File: src/sv/clnf_pkg.sv
// Package for the character LCD number formatter.
// Holds the state and format codes and the LCD byte constants; no dependencies.
`default_nettype none
package clnf_pkg;

    typedef enum logic [2:0] {
        ST_IDLE,
        ST_CONV,
        ST_CMD,
        ST_PRE,
        ST_DIGIT
    } t_state;

    typedef enum logic [2:0] {
        OP_CHAR = 3'd0,
        OP_UDEC = 3'd1,
        OP_SDEC = 3'd2,
        OP_HEX  = 3'd3,
        OP_BIN  = 3'd4
    } t_op;

    localparam logic [7:0] CMD_SET_ADDR = 8'h80;
    localparam logic [7:0] LINE2_OFFS   = 8'h40;
    localparam logic [7:0] ASC_ZERO     = 8'h30;
    localparam logic [7:0] ASC_HEX_BASE = 8'h37;
    localparam logic [7:0] ASC_PLUS     = 8'h2B;
    localparam logic [7:0] ASC_MINUS    = 8'h2D;
    localparam logic [1:0] LINE_FIRST   = 2'd1;
    localparam int         BIN_W        = 16;
    localparam int         BCD_DIGITS   = 5;

endpackage
`default_nettype wire

File: src/sv/clnf_ifs.sv
// Valid/ready channel interfaces for the request and LCD write words.
// No dependencies.
`default_nettype none
interface clnf_in_if;
    logic       valid;
    logic       ready;
    logic [2:0] op;
    logic [1:0] line;
    logic [5:0] column;
    logic [7:0] char_code;
    logic [15:0] value;
    logic [4:0] digit_count;

    modport source (output valid, op, line, column, char_code, value, digit_count,
                    input ready);
    modport sink   (input valid, op, line, column, char_code, value, digit_count,
                    output ready);
endinterface

interface clnf_out_if;
    logic       valid;
    logic       ready;
    logic       reg_select;
    logic [7:0] bus_byte;
    logic       last_item;

    modport source (output valid, reg_select, bus_byte, last_item, input ready);
    modport sink   (input valid, reg_select, bus_byte, last_item, output ready);
endinterface
`default_nettype wire

File: src/sv/char_lcd_number_formatter_core.sv
// Character LCD number formatter: one request in, a run of LCD bus writes out.
// Steps: the request is accepted, then 16 binary-to-BCD shift-add-3 steps run
// in the shared converter, then one write word per cycle the output is free.
// Ready only when idle, so no new request is taken before the last write word is issued.
// Reset (i_rst_n low, synchronous) returns the sequencer to idle and drops o_wr.valid.
// Depends on clnf_pkg and clnf_ifs.
`default_nettype none
module char_lcd_number_formatter_core #(
    parameter int MAX_DIGITS = 16
) (
    input  wire           i_clk,
    input  wire           i_rst_n,
    clnf_in_if.sink       i_req,
    clnf_out_if.source    o_wr
);
    import clnf_pkg::*;

    localparam logic [4:0] MaxCnt = 5'(MAX_DIGITS);

    t_state r_state, n_state;
    logic [2:0]  r_op;
    logic [7:0]  r_cmd;
    logic [7:0]  r_char;
    logic [15:0] r_mag;
    logic [15:0] r_shift;
    logic [4*BCD_DIGITS-1:0] r_bcd;
    logic [3:0]  r_step;
    logic [4:0]  r_pos;
    logic        r_neg;
    logic        r_out_valid;
    logic        r_out_rs;
    logic [7:0]  r_out_byte;
    logic        r_out_last;

    logic        w_accept;
    logic        w_free;
    logic        w_emit;
    logic        w_emit_rs;
    logic [7:0]  w_emit_byte;
    logic        w_emit_last;
    logic        w_has_digits;
    logic [3:0]  w_idx;
    logic [3:0]  w_digit;
    logic [15:0] w_hex_sh;
    logic [4*BCD_DIGITS-1:0] w_bcd_adj;
    logic [7:0]  w_addr;
    logic [4:0]  w_cnt;

    assign i_req.ready  = (r_state == ST_IDLE);
    assign w_accept     = i_req.valid && i_req.ready;
    assign w_free       = !r_out_valid || o_wr.ready;
    assign w_has_digits = (r_op == OP_UDEC || r_op == OP_SDEC || r_op == OP_HEX
                           || r_op == OP_BIN) && (r_pos != 5'd0);

    assign w_addr = 8'({2'b00, i_req.column} + 8'hFF);
    assign w_cnt  = (i_req.digit_count > MaxCnt) ? MaxCnt : i_req.digit_count;

    // shift-add-3 correction of each BCD digit
    always_comb begin
        for (int k = 0; k < BCD_DIGITS; k++) begin
            w_bcd_adj[4*k +: 4] = (r_bcd[4*k +: 4] >= 4'd5) ?
                                  4'(r_bcd[4*k +: 4] + 4'd3) : r_bcd[4*k +: 4];
        end
    end

    assign w_idx    = 4'(r_pos - 5'd1);
    assign w_hex_sh = r_mag >> {w_idx[1:0], 2'b00};

    always_comb begin
        w_digit = 4'd0;
        if (r_op == OP_HEX) begin
            w_digit = (w_idx < 4'd4) ? w_hex_sh[3:0] : 4'd0;
        end else if (r_op == OP_BIN) begin
            w_digit = {3'b000, r_mag[w_idx]};
        end else begin
            unique case (w_idx)
                4'd0:    w_digit = r_bcd[3:0];
                4'd1:    w_digit = r_bcd[7:4];
                4'd2:    w_digit = r_bcd[11:8];
                4'd3:    w_digit = r_bcd[15:12];
                4'd4:    w_digit = r_bcd[19:16];
                default: w_digit = 4'd0;
            endcase
        end
    end

    // next state
    always_comb begin
        n_state = r_state;
        unique case (r_state)
            ST_IDLE:  if (w_accept) n_state = ST_CONV;
            ST_CONV:  if (r_step == 4'd15) n_state = ST_CMD;
            ST_CMD: begin
                if (w_free) begin
                    if (r_op == OP_CHAR || r_op == OP_SDEC) n_state = ST_PRE;
                    else if (w_has_digits) n_state = ST_DIGIT;
                    else n_state = ST_IDLE;
                end
            end
            ST_PRE: begin
                if (w_free) n_state = w_has_digits ? ST_DIGIT : ST_IDLE;
            end
            ST_DIGIT: if (w_free && r_pos == 5'd1) n_state = ST_IDLE;
            default:  n_state = ST_IDLE;
        endcase
    end

    // write word to emit
    always_comb begin
        w_emit      = 1'b0;
        w_emit_rs   = 1'b1;
        w_emit_byte = r_char;
        w_emit_last = 1'b0;
        unique case (r_state)
            ST_CMD: begin
                w_emit      = 1'b1;
                w_emit_rs   = 1'b0;
                w_emit_byte = r_cmd;
                w_emit_last = !(r_op == OP_CHAR || r_op == OP_SDEC) && !w_has_digits;
            end
            ST_PRE: begin
                w_emit      = 1'b1;
                w_emit_byte = (r_op == OP_CHAR) ? r_char :
                              (r_neg ? ASC_MINUS : ASC_PLUS);
                w_emit_last = !w_has_digits;
            end
            ST_DIGIT: begin
                w_emit      = 1'b1;
                w_emit_byte = (w_digit < 4'd10) ? 8'(ASC_ZERO + {4'd0, w_digit}) :
                                                  8'(ASC_HEX_BASE + {4'd0, w_digit});
                w_emit_last = (r_pos == 5'd1);
            end
            default: begin
                w_emit = 1'b0;
            end
        endcase
    end

    always_ff @(posedge i_clk) begin
        if (!i_rst_n) begin
            r_state     <= ST_IDLE;
            r_out_valid <= 1'b0;
        end else begin
            r_state <= n_state;
            if (w_emit && w_free) r_out_valid <= 1'b1;
            else if (o_wr.ready)  r_out_valid <= 1'b0;
        end
    end

    always_ff @(posedge i_clk) begin
        if (w_accept) begin
            r_op   <= i_req.op;
            r_char <= i_req.char_code;
            r_pos  <= w_cnt;
            r_step <= 4'd0;
            r_bcd  <= '0;
            r_cmd  <= (i_req.line == LINE_FIRST) ? (CMD_SET_ADDR | w_addr) :
                      (CMD_SET_ADDR | 8'(w_addr + LINE2_OFFS));
            r_neg  <= (i_req.op == OP_SDEC) && i_req.value[15];
            if (i_req.op == OP_SDEC && i_req.value[15]) begin
                r_mag   <= 16'(~i_req.value + 16'd1);
                r_shift <= 16'(~i_req.value + 16'd1);
            end else begin
                r_mag   <= i_req.value;
                r_shift <= i_req.value;
            end
        end else if (r_state == ST_CONV) begin
            r_bcd   <= {w_bcd_adj[4*BCD_DIGITS-2:0], r_shift[BIN_W-1]};
            r_shift <= {r_shift[BIN_W-2:0], 1'b0};
            r_step  <= 4'(r_step + 4'd1);
        end else if (r_state == ST_DIGIT && w_free) begin
            r_pos <= 5'(r_pos - 5'd1);
        end
        if (w_emit && w_free) begin
            r_out_rs   <= w_emit_rs;
            r_out_byte <= w_emit_byte;
            r_out_last <= w_emit_last;
        end
    end

    assign o_wr.valid      = r_out_valid;
    assign o_wr.reg_select = r_out_rs;
    assign o_wr.bus_byte   = r_out_byte;
    assign o_wr.last_item  = r_out_last;

endmodule
`default_nettype wire

File: src/flat_wrapper.sv
// flat-port wrapper written by rule: the top's interface ports become plain ports
module char_lcd_number_formatter_core_flat import clnf_pkg::*;
#(
    parameter int MAX_DIGITS = 16
)
  (i_clk, i_rst_n, i_req_valid, i_req_op, i_req_line, i_req_column, i_req_char_code, i_req_value, i_req_digit_count, i_req_ready, o_wr_valid, o_wr_reg_select, o_wr_bus_byte, o_wr_last_item, o_wr_ready);
  clnf_in_if i_req_i ();
  clnf_out_if o_wr_i ();
  input  wire i_clk;
  input  wire i_rst_n;
  input wire logic [$bits(i_req_i.valid)-1:0] i_req_valid;
  input wire logic [$bits(i_req_i.op)-1:0] i_req_op;
  input wire logic [$bits(i_req_i.line)-1:0] i_req_line;
  input wire logic [$bits(i_req_i.column)-1:0] i_req_column;
  input wire logic [$bits(i_req_i.char_code)-1:0] i_req_char_code;
  input wire logic [$bits(i_req_i.value)-1:0] i_req_value;
  input wire logic [$bits(i_req_i.digit_count)-1:0] i_req_digit_count;
  output wire logic [$bits(i_req_i.ready)-1:0] i_req_ready;
  output wire logic [$bits(o_wr_i.valid)-1:0] o_wr_valid;
  output wire logic [$bits(o_wr_i.reg_select)-1:0] o_wr_reg_select;
  output wire logic [$bits(o_wr_i.bus_byte)-1:0] o_wr_bus_byte;
  output wire logic [$bits(o_wr_i.last_item)-1:0] o_wr_last_item;
  input wire logic [$bits(o_wr_i.ready)-1:0] o_wr_ready;
  assign i_req_i.valid = i_req_valid;
  assign i_req_i.op = i_req_op;
  assign i_req_i.line = i_req_line;
  assign i_req_i.column = i_req_column;
  assign i_req_i.char_code = i_req_char_code;
  assign i_req_i.value = i_req_value;
  assign i_req_i.digit_count = i_req_digit_count;
  assign i_req_ready = i_req_i.ready;
  assign o_wr_valid = o_wr_i.valid;
  assign o_wr_reg_select = o_wr_i.reg_select;
  assign o_wr_bus_byte = o_wr_i.bus_byte;
  assign o_wr_last_item = o_wr_i.last_item;
  assign o_wr_i.ready = o_wr_ready;
  char_lcd_number_formatter_core #(.MAX_DIGITS(MAX_DIGITS)) u_core (.i_clk(i_clk), .i_rst_n(i_rst_n), .i_req(i_req_i), .o_wr(o_wr_i));
endmodule
File: config.mk
export PLATFORM = sky130hd
export DESIGN_NAME = char_lcd_number_formatter_core_flat
export DESIGN_NICKNAME = d
export VERILOG_FILES = /design/src/sv/clnf_pkg.sv /design/src/sv/clnf_ifs.sv /design/src/sv/char_lcd_number_formatter_core.sv /design/src/flat_wrapper.sv
export SDC_FILE = /design/constraint.sdc
export NUM_CORES = 1
export LEC_CHECK = 0
export ABC_AREA = 1
export CORE_AREA = 3 3 118 120
export DETAILED_ROUTE_END_ITERATION = 8
export DIE_AREA = 0 0 121 123
export DONT_BUFFER_PORTS = 1
export GPL_ROUTABILITY_DRIVEN = 0
export SYNTH_ARGS = -nofsm -noshare
export SYNTH_HDL_FRONTEND = slang
export SYNTH_SLANG_ARGS = --single-unit
File: constraint.sdc
create_clock -name i_clk -period 3.4 [get_ports i_clk]
set_input_delay 0.68 -clock i_clk [delete_from_list [all_inputs] [get_ports i_clk]]
set_output_delay 0.68 -clock i_clk [all_outputs]
set_load 0.02 [all_outputs]
==> flow_metrics.py, run 1 <==
metrics = {
    "global_route": {
        "grt_usage_pct": 16.04,
        "grt_max_degree": 45,
        "grt-ovfl-total": 0,
        "grt_pass1_vias": 4200,
        "antenna_found_initial": 0,
        "grt_pass1_wl_mm": 19.22,
    },
    "sta": {
        "skew_ns": 0.008412,
        "fin_hold_ws_ns": 0.4290,
        "rsz0062_at_grt": "no",
        "final.min_clock_period_ns": 3.039,
        "worstMarginPinSlew_ns": 0.8811,
        "period_share_pct": 89.39,
        "fmax_mhz": 329.0,
        "tns_ns": 0,
        "slew_headroom_pct": 41.05,
        "setup_viol": 0,
        "report.final.hold_viol_count": 0,
        "drv_slew": 0,
    },
    "synthesis": {
        "syn_area_um2": 5196,
        "avgSynthCellArea_um2": 8.449,
        "synthArstFlopShare_pct": 0,
        "seq_area_frac_synth_pct": 48.93,
        "syn_inst": 615,
        "synth_edf_count": 66,
        "synth_flop_cell": "edfxtp_1",
        "ys_seq_elements": 94,
        "synth_nets": 678,
        "ys.warnings.count": 0,
        "synthDistinctLibCells": 42,
    },
    "drt": {
        "vias": 4203,
        "routed_via_density": 5.274,
        "detail-route-antenna-nets": 0,
        "drc": 0,
        "drt-pass1-iter-count": 5,
        "drt_iter0_drc": 243,
        "wirelength_mm": 11.50,
        "wl_per_cell_um": 14.43,
    },
    "run_status": {
        "status": "finished, final reports clean",
    },
    "cts": {
        "ctsResizeCount": 0,
        "cts_buffers": 9,
        "clock_latency_ns": 0.34,
        "postCtsSetupBuffers": 0,
        "path_clk_slew_ns": 0.07,
        "ctsHoldBuffers": 0,
        "cts_tree": "built",
        "clockBufferDepth": 2,
        "htreeDepth": 3,
        "cts_sinks": 94,
        "cts_root_buf": "clkbuf_16",
    },
    "floorplan": {
        "chipHeight_um": 123,
        "die-area_um2": 14880,
        "core_region_area_um2": 13090,
        "die_x_um": 121,
        "initial_utilization_pct": 39.71,
        "ios": 56,
        "rows": 42,
    },
    "power": {
        "power_leakage_nw": 2.401,
        "swShare_pct": 42.57,
        "power_frac_seq_pct": 40.1,
        "p_switching_mw": 2.207,
        "clock_power_share_pct": 18.6,
        "pwr-share-comb_pct": 41.3,
        "internal_power_mw": 2.978,
        "ir_drop_mv": 0.3448,
        "p_per_area_nw_per_um2": 913.7,
    },
    "worst_hold_path": {
        "hp-class": "primary input to flip-flop",
    },
    "placed_design": {
        "numPortBuffers": 0,
        "post-dp-hpwl_mm": 8.545,
    },
    "flow_run": {
        "max_cap_viol_count": 0,
    },
    "worst_setup_path": {
        "worstPathArrival_ns": 3.13,
        "cp-start-kind": "flip-flop",
        "cp-end-kind": "flip-flop",
        "cp_slowest_cell": "xnor2_2",
        "reg2reg_slack_ns": 0.36,
        "crit_fanout": 19,
        "cpPeakStageDelay_ns": 0.63,
        "worstPathRequired_ns": 3.49,
        "cp_cell_sequence": "inv_2 -> ha_1 -> xnor2_2 -> nand2_2 -> nor2_1 -> nand2_1 -> nand2_1 -> nor2_1 -> nand3_1 -> nand3_1 -> nand2_1 -> inv_1 -> ha_1 -> inv_1 -> nand2_1 -> nand2_1 -> nand3_1 -> nand3_1 -> nand3_1",
        "critPathKind": "flip-flop to flip-flop",
    },
    "cells_and_area": {
        "diodes": 0,
        "nets": 679,
        "final_core_util_pct": 43.36,
        "area_delta_synth_final_pct": 9.198,
        "drive_gt1_share_pct": 7.085,
        "nFillCells": 1297,
    },
}
[final timing paths]
check / startpoint / endpoint / cells after the start
worst max-delay path: u_core.r_pos[0]$_DFFE_PP_ / u_core.o_wr.bus_byte[2]$_DFFE_PP_ / 19
worst min-delay path: i_req_char_code[1] / u_core.r_char[1]$_DFFE_PP_ / 0
worst max register to register: u_core.r_pos[0]$_DFFE_PP_ / u_core.o_wr.bus_byte[2]$_DFFE_PP_ / 19
worst min register to register: u_core.r_step[3]$_SDFFE_PP0P_ / u_core.r_step[3]$_SDFFE_PP0P_ / 2
[per-layer routing]
metal,vias to the layer above,track usage [%],share of wire (%)
met5,-,0,0
met4,0,9.490,3.7
met3,38,2.745,3.8
met2,111,26.71,48
met1,1980,19.61,44
li1,2074,-,-
[power by group through the flow]
stage	sequential (mW)	combinational, mW	clock [mW]
6_report	2.08	2.14	0.962
5_1_grt	2.13	2.46	1.03
4_1_cts	2.08	2.16	0.983
3_5_place_dp	2.10	2.14	0
3_3_place_gp	2.09	2.08	0
2_1_floorplan	2.03	1.67	0
[cell usage after synthesis, types with 2 or more instances]
cell type,count,area [µm²]
nand2_2,5,31.28
a31oi_1,4,25.02
or2_2,9,56.30
o21ai_1,3,15.01
buf_2,5,25.02
nand3_2,2,20.02
ha_1,19,237.7
nand2_1,139,521.8
nor3_1,7,35.03
xor2_1,14,122.6
o21bai_1,2,15.01
o211ai_1,9,67.56
nor2_1,50,187.7
inv_1,80,300.3
edfxtp_1,66,1982
nand4_1,20,125.1
dfxtp_1,28,560.5
a21oi_1,30,150.1
o311ai_0,5,43.79
and3_1,2,12.51
xnor2_1,6,52.55
inv_2,3,11.26
clkbuf_1,9,33.78
buf_6,2,22.52
a221oi_1,2,17.52
o21ai_0,46,230.2
nand3_1,33,165.2
[cell usage in the layout, fill, tap and decap left out, types with 6 or more instances in the layout]
master / count
buf_4: 6
xnor2_1: 6
nor2_1: 49
dfxtp_1: 28
xor2_1: 14
nand3_1: 33
a21oi_1: 30
edfxtp_1: 66
ha_1: 19
nor3_1: 7
inv_1: 80
or2_2: 9
o21ai_0: 46
nand4_1: 20
clkbuf_16: 10
o211ai_1: 9
nand2_1: 139
[worst max-delay path, delay by kind of cell, from the launching register on]
family	cells	cell delay, ns
buffers and inverters	3	0.25
DFF	1	0.36
adders and majority gates	2	0.48
xor gates and xnor gates	1	0.63
and+or+nand+nor	13	1.08
[flip-flops by register name, indices dropped and copies added, names as in the netlist, 4 cells and up]
register              cells
u_core.o_wr.bus_byte      8
u_core.r_bcd             20
u_core.r_char             8
u_core.r_cmd              7
u_core.r_mag             16
u_core.r_pos              5
u_core.r_shift           16
u_core.r_step             4
[kinds of logic after synthesis]
logic type,Yosys count,share of synthesized area (%)
simple gates,273,23.14
compound gates,109,12.11
buf+inv,99,7.561
flops,94,48.93
xor+xnor,21,3.684
fa+ha+maj,19,4.575
[layout make-up]
cell class | instances | area, µm² | share of cell area [%]
inverters | 83 | 311.5 | 5.491
repair buffers | 6 | 45.04 | 0.7938
flip-flops and latches | 94 | 2542 | 44.81
well taps | 176 | 220.2 | 3.881
clock inverters | 4 | 28.78 | 0.5072
multi-input cells | 422 | 2268 | 39.98
clock buffers | 12 | 257.7 | 4.542
[through the flow]
step,power (mW),area [µm²],cells,worst slack (ns)
2_1_floorplan,3.698,5196,615,0.7432
3_3_place_gp,4.176,5388,781,0.5385
3_5_place_dp,4.246,5388,781,0.4421
4_1_cts,5.220,5674,797,0.3971
5_1_grt,5.610,5674,797,0.02233
6_report,5.185,5674,797,0.3606
Note: power is estimated with default switching activity, not from simulation.
==> inputs of run 2 (changes only) <==
- REMOVE_ABC_BUFFERS: default -> 1
==> run 2 against run 1 <==
Compared with the run above: global-route usage shrank 0.16 points; clock skew shrank 0.0024 ns; non-clock buffer count grew 1; worst setup slack gained 0.26 ns; sequential share of layout area shrank 0.16 points; cell area grew 0.35%; critical path type unchanged; sequential cell count is the same; utilization grew 0.15 points; largest power group unchanged; total power grew 0.93%; critical path depth shrank 1.
==> flow_metrics.py, run 2 (same netlist as run 1, synthesis figures left out) <==
metrics = {
    "drt": {
        "drc": 0,
        "vias": 4060,
        "detail-route-antenna-nets": 0,
        "drt_iter0_drc": 237,
        "drt-pass1-iter-count": 5,
        "routed_via_density": 5.088,
        "wirelength_mm": 11.38,
        "wl_per_cell_um": 14.26,
    },
    "placed_design": {
        "post-dp-hpwl_mm": 8.547,
        "numPortBuffers": 0,
    },
    "floorplan": {
        "chipHeight_um": 123,
        "ios": 56,
        "die-area_um2": 14880,
        "core_region_area_um2": 13090,
        "initial_utilization_pct": 39.71,
        "rows": 42,
        "die_x_um": 121,
    },
    "worst_setup_path": {
        "cp_slowest_cell": "xnor2_2",
        "crit_fanout": 17,
        "cp_common_cell": "nand3_1",
        "cp_cell_sequence": "inv_2 -> ha_1 -> xnor2_2 -> buf_4 -> nand4_1 -> nand2_1 -> nor2_1 -> nand3_1 -> nand3_1 -> nand2_1 -> inv_1 -> ha_1 -> inv_1 -> nand2_1 -> nand2_1 -> nand3_1 -> nand3_1 -> nand3_1",
        "worstPathArrival_ns": 2.87,
        "cp-end-kind": "flip-flop",
        "critPathKind": "flip-flop to flip-flop",
        "cp-start-kind": "flip-flop",
        "worstPathRequired_ns": 3.49,
        "cp_num_buf_inv": 4,
        "cp_top_family": "simple AND/OR/NAND/NOR gates",
        "cpPeakStageDelay_ns": 0.38,
    },
    "worst_hold_path": {
        "hp-class": "primary input to flip-flop",
    },
    "cells_and_area": {
        "largest_register": "u_core.r_bcd",
        "drive_gt1_share_pct": 7.395,
        "diodes": 0,
        "nets": 680,
        "top_regs": "u_core.r_bcd: 20 flops, u_core.r_mag: 16 flops, u_core.r_shift: 16 flops",
        "final_cell_mix": "nand2_1 (139), inv_1 (80), edfxtp_1 (66)",
        "largest_register_ffs": 20,
        "area_delta_synth_final_pct": 9.583,
        "layout_commonest_cell": "nand2_1",
    },
    "cts": {
        "htreeDepth": 3,
        "ctsHoldBuffers": 0,
        "cts_root_buf": "clkbuf_16",
        "postCtsSetupBuffers": 0,
        "path_clk_slew_ns": 0.07,
        "ctsResizeCount": 0,
        "cts_tree": "built",
        "clockBufferDepth": 2,
        "clock_latency_ns": 0.34,
        "cts_sinks": 94,
        "cts_buffers": 9,
    },
    "sta": {
        "skew_ns": 0.005985,
        "drv_slew": 0,
        "fin_hold_ws_ns": 0.4292,
        "report.final.hold_viol_count": 0,
        "tns_ns": 0,
        "rsz0062_at_grt": "no",
        "slew_headroom_pct": 38.16,
        "final.min_clock_period_ns": 2.781,
        "fmax_mhz": 359.6,
        "worstMarginPinSlew_ns": 0.9179,
        "period_share_pct": 81.79,
        "setup_viol": 0,
    },
    "power": {
        "p_per_area_nw_per_um2": 919.0,
        "power_mw": 5.233,
        "power_leakage_nw": 2.416,
        "ir_drop_mv": 0.3561,
    },
    "global_route": {
        "grt_max_degree": 64,
        "grt_pass1_vias": 3917,
        "grt-ovfl-total": 0,
        "grt_usage_pct": 15.89,
        "antenna_found_initial": 0,
        "grt_pass1_wl_mm": 18.80,
    },
    "run_status": {
        "status": "finished, final reports clean",
    },
    "flow_run": {
        "max_cap_viol_count": 0,
    },
}
==> run 2: changes by cell type in the layout (fill, tap and decap cells not counted) <==
cell / delta
clkbuf_1: -1
clkinv_2: +1
clkbuf_16: -1
buf_4: +1
clkinvlp_4: -1
clkbuf_8: +1
bufinv_16: +1
==> run 2: per-layer routing <==
metal,up-vias,share of wire (%),GRT usage [%]
met5,-,0,0
met2,72,50,27.27
met4,0,1.9,6.728
met3,14,3.4,3.111
met1,1895,45,19.59
li1,2079,-,-
==> run 2: final timing paths <==
kind / startpoint / to / slack, ns / depth (start not counted)
worst max register to register: u_core.r_pos[0]$_DFFE_PP_ / u_core.o_wr.bus_byte[2]$_DFFE_PP_ / 0.62 / 18
worst min register to register: u_core.r_step[3]$_SDFFE_PP0P_ / u_core.r_step[3]$_SDFFE_PP0P_ / 0.47 / 2
worst min-delay path: i_req_char_code[0] / u_core.r_char[0]$_DFFE_PP_ / 0.43 / 0
worst max-delay path: u_core.r_pos[0]$_DFFE_PP_ / u_core.o_wr.bus_byte[2]$_DFFE_PP_ / 0.62 / 18
==> run 2: worst register-to-register path, cell delays in order (launching register included) <==
cell,delay [ns]
edfxtp_1,0.37
inv_2,0.12
ha_1,0.26
xnor2_2,0.38
buf_4,0.26
nand4_1,0.13
nand2_1,0.11
nor2_1,0.04
nand3_1,0.06
nand3_1,0.07
nand2_1,0.08
inv_1,0.06
ha_1,0.22
inv_1,0.06
nand2_1,0.05
nand2_1,0.05
nand3_1,0.06
nand3_1,0.09
nand3_1,0.06
==> run 2: report_power, final <==
group | internal (mW) | leakage [nW] | switching (mW) | total, mW
Clock | 0.590 | 0.146 | 0.423 | 1.01
Combinational | 0.652 | 1.42 | 1.49 | 2.14
Sequential | 1.80 | 0.855 | 0.278 | 2.08
Total | 3.04 | 2.42 | 2.19 | 5.23
==> run 2: final cells by class <==
class                           count  area, µm²
Clock buffer                       11      242.7
Tap cell                          176      220.2
Clock inverter                      5      56.30
Multi-Input combinational cell    422       2268
Inverter                           83      311.5
Timing Repair Buffer                7      52.55
Sequential cell                    94       2542
Fill cell                        1276       7391
==> run 2: through the flow <==
| stage | util [%] | setup slack [ns] | instances | cell area (µm²) |
|---|---|---|---|---|
| after global routing | 43.52 | 0.4281 | 798 | 5694 |
| after detailed placement | 41.23 | 0.6441 | 782 | 5395 |
| after CTS | 43.52 | 0.6307 | 798 | 5694 |
| final | 43.52 | 0.6192 | 798 | 5694 |
| after floorplan | - | -2.132 | 599 | 5115 |
| after global placement | 41.23 | 0.7497 | 782 | 5395 |
